<file path="config.mk">
export PLATFORM = sky130hd
export DESIGN_NAME = tcw_front
export DESIGN_NICKNAME = d
export VERILOG_FILES = /design/src/sv/tcw_pkg.sv /design/src/sv/tcw_front.sv
export SDC_FILE = /design/constraint.sdc
export NUM_CORES = 1
export LEC_CHECK = 0
export ABC_CLOCK_PERIOD_IN_PS = 800
export BUFFER_PORTS_ARGS = -buffer_cell sky130_fd_sc_hd__buf_2
export CORE_AREA = 2 2 39 41
export DETAILED_ROUTE_END_ITERATION = 10
export DIE_AREA = 0 0 41 43
export GPL_ROUTABILITY_DRIVEN = 0
export PLACE_DENSITY_LB_ADDON = 0.1
export REMOVE_ABC_BUFFERS = 1
export SLEW_MARGIN = 20
export SYNTH_ARGS = -nofsm -noshare
export SYNTH_HDL_FRONTEND = slang
export SYNTH_SLANG_ARGS = --single-unit
</file>
<file path="constraint.sdc">
create_clock -name vclk -period 0.8
set_input_delay 0.12 -clock vclk [all_inputs]
set_output_delay 0.12 -clock vclk [all_outputs]
set_load 0.02 [all_outputs]
</file>
<file path="src/sv/tcw_pkg.sv">
// Package for the text console writer: shared constants, beat payload types and the
// command passed from the front end to the back end. No dependencies.
package tcw_pkg;

  localparam int ROWS_DEF = 25;
  localparam int COLS_DEF = 80;
  localparam int QUEUE_DEPTH = 2;

  localparam logic [7:0] NEWLINE_CODE = 8'd10;
  localparam logic [7:0] NULL_CODE = 8'd0;
  localparam logic [7:0] ATTR_RESET = 8'h0f;

  localparam logic KIND_PUT = 1'b0;
  localparam logic KIND_READ = 1'b1;

  typedef struct packed {
    logic       kind;
    logic [7:0] char_code;
    logic [4:0] read_row;
    logic [6:0] read_col;
  } in_beat_t;

  typedef struct packed {
    logic [10:0] cursor_cell;
    logic [7:0]  cell_char;
    logic [7:0]  cell_attr;
    logic        scrolled;
  } out_beat_t;

  typedef enum logic [1:0] {
    OP_IGNORE   = 2'd0,
    OP_PUT_CHAR = 2'd1,
    OP_NEWLINE  = 2'd2,
    OP_READ     = 2'd3
  } op_t;

  typedef struct packed {
    op_t        op;
    logic [7:0] char_code;
    logic [4:0] read_row;
    logic [6:0] read_col;
    logic       in_range;
  } cmd_t;

endpackage

</file>
<file path="src/sv/tcw_front.sv">
// Front end of the text console writer: accepts input beats and classifies them
// into commands for the queue. Depends on tcw_pkg.
module tcw_front #(
  parameter int ROWS = tcw_pkg::ROWS_DEF,
  parameter int COLS = tcw_pkg::COLS_DEF
) (
  input  logic             in_valid,
  output logic             in_stall,
  input  tcw_pkg::in_beat_t in_data,
  input  logic             q_full,
  input  logic             clearing,
  output logic             push,
  output tcw_pkg::cmd_t    cmd
);

  // Nothing is taken while the screen store is still being cleared after reset.
  assign in_stall = q_full | clearing;
  assign push = in_valid & ~in_stall;

  always_comb begin
    cmd.char_code = in_data.char_code;
    cmd.read_row = in_data.read_row;
    cmd.read_col = in_data.read_col;
    cmd.in_range = (int'(in_data.read_row) < ROWS) && (int'(in_data.read_col) < COLS);
    if (in_data.kind == tcw_pkg::KIND_READ) begin
      cmd.op = tcw_pkg::OP_READ;
    end else if (in_data.char_code == tcw_pkg::NULL_CODE) begin
      cmd.op = tcw_pkg::OP_IGNORE;
    end else if (in_data.char_code == tcw_pkg::NEWLINE_CODE) begin
      cmd.op = tcw_pkg::OP_NEWLINE;
    end else begin
      cmd.op = tcw_pkg::OP_PUT_CHAR;
    end
  end

endmodule

</file>
==> flow_summary.ini, run 1 <==
[status]
status = finished with violations
violations = setup timing

[routing]
wl_met1_um = 127
wl_met3_um = 150
vias = 285
topRoutingLayerUsed = met3
ant_nets = 0
drtIter0Drc = 0
routedWlPerCell_um = 8.59
met2_length_um = 306
vias_per_cell = 4.19
wl_um = 584
drc = 0
first_pass_iters = 1

[worst_setup_path]
critPathBufInv = 2
critPathKind = input pin to primary output
cp.required_ps = 680
crit_path_frequent_cell = buf_6
cp_cell_sequence = buf_6, nor4_4, a41o_1, buf_6
slowest_delay_ps = 280
path_max_fanout = 2
cp.arrival_ps = 820
cp-start-kind = input pin
cpLargestDelayFamily = simple AND/OR/NAND/NOR gates
cp-end-kind = primary output
slowest_stage = nor4_4

[synthesis]
synth_common_cells = buf_4, nor2_1
synth.area.top_cells = buf_4, nor4_2, a41o_1
yosysUniqueCellTypes = 11
synth_cells = 31
synth_area_per_cell_um2 = 7.35
synth_top_area_cell = buf_4
netlist_area_um2 = 228
synth.most_common_cell = buf_4
yosysTopAreaCellShare_pct = 65.9
seq_area_frac_synth_pct = 0
ys_warn_count = 0

[die]
die_h_um = 43
core_area_um2 = 1380
io_pins = 49
initial_core_util_pct = 16.5
die_area_um2 = 1760
rows = 14
die_w_um = 41

[placement]
io_buffer_count = 41
post-place-ws_ps = -225
dp_cells = 68

[final_layout]
design.seq.count = 0
area_delta_synth_final_pct = 65.4
clkbuf_count = 0
fin_cells = 68
insertedDiodeCount = 0
drive_above_1_share_pct = 86.5
register_area_um2 = 0
fillers = 157
nNetsFinal = 78

[global_routing]
grt_pass1_wl_um = 772
antenna_found_initial = 0
grt_remaining_overflow = 0
grt_max_degree = 4
grt_pass1_vias = 241
grt.total_usage_pct = 5.89

[timing]
min_period_ps = 937
hold_violations = 0
setup_slack_ps = -137
maxSlewViolCount = 0
max_freq_mhz = 1070
worst_hold_slack_ps = 240
tightest_slew_ps = 219
period_share_pct = 117
relSlewSlack_pct = 85.3
setup_viol = 3
setup-tns-final_ps = -316
rsz0062_at_grt = true

[power]
power_density_nw_per_um2 = 655
ir_worst_vdd_mv = 0.158
power.leakage_uw = 0.000209

[run]
cap_violations = 0

[cts]
cts_hold_buf = 0

[hold_path]
hp-class = input pin to primary output
[per-layer routing]
| metal | vias up | global-route usage, % |
|---|---|---|
| met4 | 0 | 0 |
| met1 | 116 | 2.85 |
| met3 | 0 | 1.05 |
| li1 | 128 | - |
| met2 | 41 | 15.0 |
| met5 | - | 0 |
[stage by stage]
step                utilization (%)  power (uW)  area [um2]
floorplan                         -        37.1        77.6
global placement               21.9         207         303
finish                         27.2         247         377
detailed placement             21.9         204         303
CTS                            26.0         238         360
global route                   27.2         266         377
[cells in the final DEF, fill, tap and decap left out]
master    count
and2_4        1
o21ai_0       1
nor2_1        2
a41o_1        1
buf_2        32
inv_1         1
xnor2_1       1
nand4b_1      1
or2_4         1
o311ai_2      1
buf_6         8
buf_4         1
nor4_4        1
[worst paths after layout]
| check | startpoint | end | slack, ps | depth (start not counted) |
|---|---|---|---|---|
| max | in_data[19] | cmd[22] | -140 | 4 |
| min | in_data[2] | cmd[3] | 240 | 0 |
[area by class of cell]
| type | instances | area [um2] | share of cell area (%) |
|---|---|---|---|
| timing repair buffer | 41 | 258 | 68.4 |
| tap | 16 | 20.0 | 5.32 |
| inverter | 1 | 3.75 | 0.997 |
| multi-input combinational | 10 | 95.1 | 25.2 |
[logic make-up (layout without fill, tap and decap cells)]
logic type | Yosys count | in the layout | share of synthesized area, %
compound gates | 3 | 3 | 10.4
xor+xnor | 1 | 1 | 3.85
buf+inv | 21 | 42 | 67.6
simple gates | 6 | 6 | 18.1
[repair_timing]
action | CTS | global route
endpoints found under the setup margin | 4 | 4
pin swaps | 6 | 3
setup buffers | 0 | 0
gates resized for setup | 14 | 3
[power breakdown]
part / internal (uW) / total [uW] / switching, uW
sequential: 0 / 0 / 0
clock: 0 / 0 / 0
combinational: 119 / 247 / 128
total: 119 / 247 / 128
No activity file was read; power rests on OpenSTA's default activity.
==> run 2, diff against run 1 <==
--- a/config.mk
+++ b/config.mk
@@ -5,7 +5,7 @@
 export SDC_FILE = /design/constraint.sdc
 export NUM_CORES = 1
 export LEC_CHECK = 0
-export ABC_CLOCK_PERIOD_IN_PS = 800
+export ABC_CLOCK_PERIOD_IN_PS = 900
 export BUFFER_PORTS_ARGS = -buffer_cell sky130_fd_sc_hd__buf_2
 export CORE_AREA = 2 2 39 41
 export DETAILED_ROUTE_END_ITERATION = 10
==> constraint.sdc (replaced) <==
create_clock -name vclk -period 0.9
set_input_delay 0.135 -clock vclk [all_inputs]
set_output_delay 0.135 -clock vclk [all_outputs]
set_load 0.02 [all_outputs]
==> run 2 against run 1 <==
Compared with the run above: sequential share of layout area stayed put; global-route usage is 0.20 points lower; combinational power is 9.7% lower; the run still ends with setup timing left; highest routed layer unchanged.
==> flow_summary.ini, run 2 (synthesis gave the netlist of run 1 again) <==
[die]
core_area_um2 = 1380
rows = 14
initial_core_util_pct = 16.5
io_pins = 49
die_area_um2 = 1760
die_w_um = 41
die_h_um = 43

[routing]
vias = 290
vias_per_cell = 4.26
wl_um = 599
routedWlPerCell_um = 8.81
first_pass_iters = 1
ant_nets = 0
drtIter0Drc = 0
drc = 0

[status]
status = finished with violations
violations = setup timing

[worst_setup_path]
cp-start-kind = input pin
path_max_fanout = 2
cp-end-kind = primary output
cp-endpoint = cmd[22]
critPathLaunch = in_data[19]
cp.arrival_ps = 830
critPathKind = input pin to primary output
cp.required_ps = 760

[cts]
cts_hold_buf = 0
post_cts_buffers = 0

[timing]
rsz0062_at_grt = true
setup_slack_ps = -64.8
min_period_ps = 965
tightest_slew_ps = 214
setup_viol = 3
maxSlewViolCount = 0
relSlewSlack_pct = 85.6
hold_violations = 0
max_freq_mhz = 1040
period_share_pct = 107

[final_layout]
drive_above_1_share_pct = 86.5
design.seq.count = 0
register_area_um2 = 0
insertedDiodeCount = 0
fillers = 150
final_common_cell = buf_2
area_delta_synth_final_pct = 68.7
nNetsFinal = 78
fin_cells = 68
clkbuf_count = 0
final_cell_mix = buf_2, buf_6, nor2_1
multi_input_area_um2 = 105

[global_routing]
grt_pass1_vias = 246
grt_pass1_wl_um = 745
grt.total_usage_pct = 5.69
grt_max_degree = 4
antenna_found_initial = 0
grt_remaining_overflow = 0

[placement]
dp_cells = 68
io_buffer_count = 41

[hold_path]
hp-class = input pin to primary output

[power]
power.leakage_uw = 0.000212
power_density_nw_per_um2 = 580
power_uw = 223
ir_worst_vdd_mv = 0.129

[run]
cap_violations = 0
==> run 2: cell counts in the layout (fill, tap and decap cells not counted) <==
No cell type changed its count.
==> run 2: worst min path at each step <==
stage,cells after the start,to,start,slack (ps)
2_1_floorplan,0,cmd[10],in_data[9],270
6_report,0,cmd[3],in_data[2],270
3_3_place_gp,0,cmd[1],in_data[0],270
4_1_cts,0,cmd[1],in_data[0],270
3_5_place_dp,0,cmd[1],in_data[0],270
5_1_grt,0,cmd[2],in_data[1],270
==> run 2: layout make-up <==
cell class,count,share of cell area (%)
Tap cell,16,5.21
Timing Repair Buffer,41,66.4
Multi-Input combinational cell,10,27.4
Inverter,1,0.977
==> run 2: metal layers <==
metal	vias to the layer above	GRT usage, %	wire, um
met5	-	0	0
met4	0	0	0
met3	0	1.05	148
met2	41	15.0	320
met1	122	2.22	131
li1	127	-	-
==> run 2: worst max-delay path, stage by stage <==
cell and delay (ps):
buf_8 100, nor4_4 270, a41o_1 210, buf_6 120
==> run 2: timing repair <==
action                                  in CTS  in global routing
endpoints found under the setup margin       3                  4
resized for setup                           10                  9
pin swaps                                    4                  4
hold endpoints to repair                     0                  0
==> run 2: metrics by stage <==
step	setup TNS (ps)	hold slack [ps]	area (um2)	utilization (%)	setup WS (ps)
final	-109	270	384	27.8	-64.8
after detailed placement	-305	270	303	21.9	-149
after CTS	-112	270	343	24.8	-74.6
after global routing	-246	270	384	27.8	-119
after global placement	-353	270	303	21.9	-149
after floorplan	-29.5	270	77.6	-	-29.5
==> run 2: where the power goes <==
group	total [uW]	internal (uW)	switching [uW]
logic	223	105	118
registers	0	0	0
clock network	0	0	0
total	223	105	118
