--- src/sv/tcw_pkg.sv ---
// Package for the text console writer: shared constants, beat payload types and the
// command passed from the front end to the back end. No dependencies.
package tcw_pkg;

  localparam int ROWS_DEF = 25;
  localparam int COLS_DEF = 80;
  localparam int QUEUE_DEPTH = 2;

  localparam logic [7:0] NEWLINE_CODE = 8'd10;
  localparam logic [7:0] NULL_CODE = 8'd0;
  localparam logic [7:0] ATTR_RESET = 8'h0f;

  localparam logic KIND_PUT = 1'b0;
  localparam logic KIND_READ = 1'b1;

  typedef struct packed {
    logic       kind;
    logic [7:0] char_code;
    logic [4:0] read_row;
    logic [6:0] read_col;
  } in_beat_t;

  typedef struct packed {
    logic [10:0] cursor_cell;
    logic [7:0]  cell_char;
    logic [7:0]  cell_attr;
    logic        scrolled;
  } out_beat_t;

  typedef enum logic [1:0] {
    OP_IGNORE   = 2'd0,
    OP_PUT_CHAR = 2'd1,
    OP_NEWLINE  = 2'd2,
    OP_READ     = 2'd3
  } op_t;

  typedef struct packed {
    op_t        op;
    logic [7:0] char_code;
    logic [4:0] read_row;
    logic [6:0] read_col;
    logic       in_range;
  } cmd_t;

endpackage

--- src/sv/tcw_fifo.sv ---
// Short command queue between the front and back ends of the text console writer.
// Depends on tcw_pkg.
module tcw_fifo (
  input  logic          clk,
  input  logic          rst_n,
  input  logic          push,
  input  tcw_pkg::cmd_t push_cmd,
  input  logic          pop,
  output logic          full,
  output logic          not_empty,
  output tcw_pkg::cmd_t head_cmd
);

  localparam int DEPTH = tcw_pkg::QUEUE_DEPTH;
  localparam int AW = (DEPTH > 1) ? $clog2(DEPTH) : 1;
  localparam int CW = $clog2(DEPTH + 1);

  tcw_pkg::cmd_t entry_r [DEPTH];
  logic [AW-1:0] wr_ptr_r, wr_ptr_nxt;
  logic [AW-1:0] rd_ptr_r, rd_ptr_nxt;
  logic [CW-1:0] count_r, count_nxt;

  assign full = (count_r == CW'(DEPTH));
  assign not_empty = (count_r != '0);
  assign head_cmd = entry_r[rd_ptr_r];

  always_comb begin
    wr_ptr_nxt = wr_ptr_r;
    rd_ptr_nxt = rd_ptr_r;
    count_nxt = count_r;
    if (push) begin
      wr_ptr_nxt = (wr_ptr_r == AW'(DEPTH - 1)) ? '0 : wr_ptr_r + 1'b1;
    end
    if (pop) begin
      rd_ptr_nxt = (rd_ptr_r == AW'(DEPTH - 1)) ? '0 : rd_ptr_r + 1'b1;
    end
    if (push && !pop) begin
      count_nxt = count_r + 1'b1;
    end else if (pop && !push) begin
      count_nxt = count_r - 1'b1;
    end
  end

  always_ff @(posedge clk) begin
    if (!rst_n) begin
      wr_ptr_r <= '0;
      rd_ptr_r <= '0;
      count_r <= '0;
    end else begin
      wr_ptr_r <= wr_ptr_nxt;
      rd_ptr_r <= rd_ptr_nxt;
      count_r <= count_nxt;
    end
  end

  always_ff @(posedge clk) begin
    if (push) begin
      entry_r[wr_ptr_r] <= push_cmd;
    end
  end

endmodule

--- config.mk ---
export PLATFORM = sky130hd
export DESIGN_NAME = tcw_fifo
export DESIGN_NICKNAME = d
export VERILOG_FILES = /design/src/sv/tcw_pkg.sv /design/src/sv/tcw_fifo.sv
export SDC_FILE = /design/constraint.sdc
export NUM_CORES = 1
export LEC_CHECK = 0
export ABC_AREA = 1
export BUFFER_PORTS_ARGS = -buffer_cell sky130_fd_sc_hd__buf_2
export CAP_MARGIN = 20
export CORE_MARGIN = 4
export CORE_UTILIZATION = 46
export DETAILED_ROUTE_END_ITERATION = 8
export GPL_TIMING_DRIVEN = 0
export PLACE_DENSITY = 0.73
export REMOVE_ABC_BUFFERS = 1
export SYNTH_ARGS = -nofsm -noshare
export SYNTH_HDL_FRONTEND = slang
export SYNTH_SLANG_ARGS = --single-unit
--- constraint.sdc ---
create_clock -name clk -period 1.91 [get_ports clk]
set_input_delay 0.573 -clock clk [delete_from_list [all_inputs] [get_ports clk]]
set_output_delay 0.573 -clock clk [all_outputs]
set_load 0.01 [all_outputs]
==> impl_metrics.env, run 1 <==
export IMPL_core_um2=4000
export IMPL_cts_buffers=5
export IMPL_synth_seq_cells=51
export IMPL_rsz0062_at_grt="yes"
export IMPL_r2r_slack_ns=0.39
export IMPL_clk_pin_slew_ns=0.09
export IMPL_r2r_cells=2
export IMPL_firstDrtPassIters=4
export IMPL_period_needed_ns=1.88
export IMPL_holdCritPathClass="in -> reg"
export IMPL_die_x_um=72.1
export IMPL_syn_area_per_cell_um2=17.8
export IMPL_drive_gt1_share_pct=53.0
export IMPL_synth_cell_type_count=12
export IMPL_clock_path_buffers=2
export IMPL_synth_cell_area_um2=1890
export IMPL_syn_inst=106
export IMPL_place_hpwl_um=2230
export IMPL_worstHoldStart="push_cmd[2]"
export IMPL_worstPathRequired_ns=1.34
export IMPL_htreeDepth=2
export IMPL_io_pins=52
export IMPL_n_antenna_cell=0
export IMPL_p_leak_uw=0.000958
export IMPL_worst_setup_path_end_kind="primary output"
export IMPL_finalNetCount=195
export IMPL_clock_skew_ns=0.00284
export IMPL_yosys_warnings=0
export IMPL_finalSetupViolations=0
export IMPL_grt_overflow=0
export IMPL_wl_um=3230
export IMPL_die_area_um2=5200
export IMPL_hold_violations=0
export IMPL_worst_pin_slew_ns=0.920
export IMPL_gp_congestion=0.736
export IMPL_max_cap_viol_count=0
export IMPL_min_path_cells=1
export IMPL_status="complete, no violations"
export IMPL_grt_pass1_wl_um=5150
export IMPL_fill_cells=314
export IMPL_fmax_mhz=533
export IMPL_root_buffer="clkbuf_8"
export IMPL_cts_tree="done"
export IMPL_cts_hold_buf=0
export IMPL_p_per_area_nw_per_um2=1010
export IMPL_die_y_um=72.1
export IMPL_io_buffers=51
export IMPL_drt_initial_drc_count=42
export IMPL_final_cell_mix="51 x buf_2, 46 x edfxtp_1, 23 x mux2_2, 9 x nand2_1, 8 x inv_1"
export IMPL_vdd_ir_drop_worst_mv=0.523
export IMPL_vias_per_cell=4.85
export IMPL_fin_ws_ns=0.0341
export IMPL_timing_worst_setup_path_type="reg -> out"
export IMPL_ant_nets=0
export IMPL_arrival_ns=1.30
export IMPL_area_growth_pct=26.8
export IMPL_crit_path_max_fanout=5
export IMPL_slew_viol_final=0
export IMPL_final_common_cell="buf_2"
export IMPL_hold_path_end="entry_r[0][2]"
export IMPL_grt_pass1_vias=1133
export IMPL_drc=0
export IMPL_place_worst_setup_slack_ns=-0.240
export IMPL_cts_sinks=51
export IMPL_postPlaceCellArea_um2=2220
export IMPL_antenna_found_initial=0
export IMPL_r2r_start="wr_ptr_r"
export IMPL_num_vias=1058
export IMPL_rows=23
export IMPL_grt_max_degree=24
export IMPL_fin_util_pct=59.9
export IMPL_final_cell_area_um2=2400
export IMPL_grt_util_all_layers_pct=13.3
export IMPL_start_kind="flop"
export IMPL_slew_headroom_pct=38.6
export IMPL_yosysSeqAreaShare_pct=78.4
export IMPL_wl_per_cell_um=14.8
export IMPL_initial_core_util_pct=47.3
export IMPL_critical_path_reg2reg_endpoint="entry_r[1][4]"
export IMPL_timing_final_crit_share_pct=98.2
export IMPL_clk_insertion_delay_late_ns=0.29
-- where the power goes --
group	internal, uW	switching (uW)	leakage (uW)
Sequential	1280	18.4	0.000474
Clock	522	328	0.0000644
Combinational	126	133	0.000420
Total	1930	479	0.000958
-- kinds of logic (layout without fill, tap and decap cells) --
family	count (synthesis)	count (layout)	synth area share [%]
mux	23	23	13.7
compound gates	2	2	0.529
flops	51	51	78.4
fa+ha+maj	1	1	0.662
simple gates	19	19	3.97
buf+inv	10	72	2.78
-- Yosys cell counts --
master	number	share of area [%]
edfxtp_1	46	73
inv_1	8	1.6
o21ai_0	1	0.26
nand3_1	1	0.26
dfxtp_1	5	5.3
ha_1	1	0.66
nand4_1	1	0.33
buf_6	2	1.2
nor2_1	8	1.6
a21oi_1	1	0.26
mux2_2	23	14
nand2_1	9	1.8
-- worst max-delay path, cell delays in order, from the launching register on --
cell     delay [ns]
dfxtp_4        0.38
buf_4          0.15
mux2_2         0.34
buf_2          0.14
-- worst max-delay path by stage --
| stage | endpoint | start | depth (start not counted) | slack [ns] |
|---|---|---|---|---|
| detailed placement | head_cmd[2] | flop | 2 | -0.24 |
| global route | head_cmd[18] | flop | 3 | -0.02 |
| CTS | head_cmd[0] | flop | 3 | 0.02 |
| global placement | entry_r[0][13] | push | 3 | -0.69 |
| floorplan | entry_r[0][0] | push | 2 | -0.08 |
| finish | head_cmd[2] | flop | 3 | 0.03 |
-- per-stage QoR --
step | total power [uW] | instances | hold slack (ns) | TNS, ns
global route | 2520 | 218 | 0.440 | -0.264
detailed placement | 1580 | 206 | 0.491 | -5.16
floorplan | 1460 | 104 | 0.463 | -1.84
finish | 2410 | 218 | 0.462 | 0
CTS | 2440 | 218 | 0.446 | 0
global placement | 1550 | 205 | 0.478 | -20.95
-- timing repair --
action / CTS / global route
endpoints found under the hold margin: 0 / 0
setup endpoints to repair: 23 / 20
buffers inserted: 4 / 0
gates resized for setup: 2 / 2
-- layout make-up --
type,count,area (um2),share of cell area [%]
Tap cell,50,62.6,2.61
Sequential cell,51,1490,62.0
Timing Repair Buffer,56,324,13.5
Inverter,8,30.0,1.25
Multi-Input combinational cell,45,359,15.0
Clock buffer,5,68.8,2.87
Clock inverter,3,67.6,2.82
-- state kept, by name, summed over array words and instances, names as in the netlist, named ones only --
| signal | cells |
|---|---|
| entry_r | 46 |
| count_r | 2 |
| rd_ptr_r | 1 |
| wr_ptr_r | 1 |
-- layer usage --
layer | up-vias | GRT usage [%] | part of all wire, %
met5 | - | 0 | 0
met4 | 0 | 5.64 | 1.5
met3 | 7 | 3.88 | 7.4
met2 | 40 | 24.1 | 53
met1 | 505 | 14.4 | 38
li1 | 506 | - | -
Note: power is estimated with default switching activity, not from simulation.
==> inputs of run 2 (changes only) <==
--- a/config.mk
+++ b/config.mk
@@ -11,6 +11,7 @@
 export CORE_MARGIN = 4
 export CORE_UTILIZATION = 46
 export DETAILED_ROUTE_END_ITERATION = 8
+export GPL_ROUTABILITY_DRIVEN = 1
 export GPL_TIMING_DRIVEN = 0
 export PLACE_DENSITY = 0.73
 export REMOVE_ABC_BUFFERS = 1
==> constraint.sdc (replaced) <==
create_clock -name clk -period 1.91 [get_ports clk]
set_input_delay 0.573 -clock clk [delete_from_list [all_inputs] [get_ports clk]]
set_output_delay 0.573 -clock clk [all_outputs]
set_load 0.005 [all_outputs]
==> run 2 against run 1 <==
Cell area is the same. Fmax increased by 0.68%. Final cell count unchanged. Die area unchanged. Via count unchanged. Critical path depth did not move. Wire length unchanged. Global-route usage unchanged. Clock skew hardly changed. Worst hold slack barely moved. Clock-buffer cell count stayed put. Critical endpoint unchanged.
==> impl_metrics.env, run 2 (same netlist as run 1, synthesis figures left out) <==
export IMPL_status="complete, no violations"
export IMPL_cts_tree="done"
export IMPL_drc=0
export IMPL_n_antenna_cell=0
export IMPL_wl_um=3230
export IMPL_initial_core_util_pct=47.3
export IMPL_vias_per_cell=4.85
export IMPL_die_x_um=72.1
export IMPL_slew_headroom_pct=38.6
export IMPL_die_y_um=72.1
export IMPL_cts_buffers=5
export IMPL_fin_cells=218
export IMPL_vdd_ir_drop_worst_mv=0.523
export IMPL_rows=23
export IMPL_firstDrtPassIters=4
export IMPL_p_leak_uw=0.000958
export IMPL_grt_pass1_wl_um=5150
export IMPL_area_growth_pct=26.8
export IMPL_timing_worst_setup_path_type="reg -> out"
export IMPL_hold_worst_slack_ns=0.462
export IMPL_final_cell_mix="51 x buf_2, 46 x edfxtp_1, 23 x mux2_2, 9 x nand2_1, 8 x inv_1"
export IMPL_hold_violations=0
export IMPL_root_buffer="clkbuf_8"
export IMPL_arrival_ns=1.29
export IMPL_clock_path_buffers=2
export IMPL_cts_sinks=51
export IMPL_num_vias=1058
export IMPL_worst_setup_path_end_kind="primary output"
export IMPL_clk_insertion_delay_late_ns=0.29
export IMPL_worstPathRequired_ns=1.34
export IMPL_ant_nets=0
export IMPL_timing_final_crit_share_pct=97.5
export IMPL_rsz0062_at_grt="yes"
export IMPL_die_area_um2=5200
export IMPL_io_buffers=51
export IMPL_grt_pass1_vias=1133
export IMPL_clk_pin_slew_ns=0.09
export IMPL_fin_setup_tns_ns=0
export IMPL_final_common_cell="buf_2"
export IMPL_drt_initial_drc_count=33
export IMPL_slew_viol_final=0
export IMPL_holdCritPathClass="in -> reg"
export IMPL_grt_util_all_layers_pct=13.3
export IMPL_cts_hold_buf=0
export IMPL_worst_pin_slew_ns=0.920
export IMPL_p_per_area_nw_per_um2=997
export IMPL_fmax_mhz=537
export IMPL_io_pins=52
export IMPL_wl_per_cell_um=14.8
export IMPL_crit_path_max_fanout=5
export IMPL_gp_congestion=0.736
export IMPL_top_register="entry_r"
export IMPL_drive_gt1_share_pct=53.0
export IMPL_clock_skew_ns=0.00284
export IMPL_placed_cells=206
export IMPL_max_cap_viol_count=0
export IMPL_period_needed_ns=1.86
export IMPL_grt_overflow=0
export IMPL_grt_max_degree=24
export IMPL_start_kind="flop"
export IMPL_largest_reg_flops=46
export IMPL_antenna_found_initial=0
export IMPL_finalNetCount=195
export IMPL_place_hpwl_um=2230
export IMPL_core_um2=4000
export IMPL_largestRegisters="entry_r: 46 flops, count_r: 2 flops"
export IMPL_htreeDepth=2
export IMPL_finalSetupViolations=0
run 2: cell counts in the layout (fill, tap and decap cells not counted):
Identical to the previous run, type by type.
run 2: through the flow:
stage	worst slack [ns]	area, um2	total power (uW)	util [%]
2_1_floorplan	-0.0798	1870	1440	-
3_3_place_gp	-0.694	2190	1530	54.6
3_5_place_dp	-0.227	2220	1560	55.4
4_1_cts	0.0301	2390	2420	59.7
5_1_grt	-0.00958	2400	2500	59.9
6_report	0.0468	2400	2390	59.9
run 2: worst max-delay path, stage by stage (launching register included):
cell	delay, ns
dfxtp_4	0.38
buf_4	0.15
mux2_2	0.34
buf_2	0.13
run 2: timing repair:
action                                  CTS  global route
pin swaps                                 0             0
endpoints found under the hold margin     0             0
setup buffers                             4             0
gates resized for setup                   2             2
endpoints found under the setup margin   23            12
run 2: layer usage:
layer,global-route usage (%),part of all wire [%]
met5,0,0
met4,5.64,1.5
met3,3.88,7.6
met2,24.1,53
met1,14.4,37
run 2: worst paths after layout:
check        cells past startpoint        start            end  slack, ns
max                              3         flop    head_cmd[2]       0.05
min                              1  push_cmd[2]  entry_r[0][2]       0.46
max reg2reg                      2     wr_ptr_r  entry_r[1][4]       0.39
min reg2reg                      2     rd_ptr_r           flop       0.52
run 2: final cells by class:
type	instances	area (um2)
Tap cell	50	62.6
Timing Repair Buffer	56	324
Clock inverter	3	67.6
Inverter	8	30.0
Fill cell	314	1600
Clock buffer	5	68.8
Multi-Input combinational cell	45	359
Sequential cell	51	1490
run 2: report_power, final:
part	internal [uW]	switching [uW]
Clock	522	328
Combinational	125	114
Sequential	1280	18.4
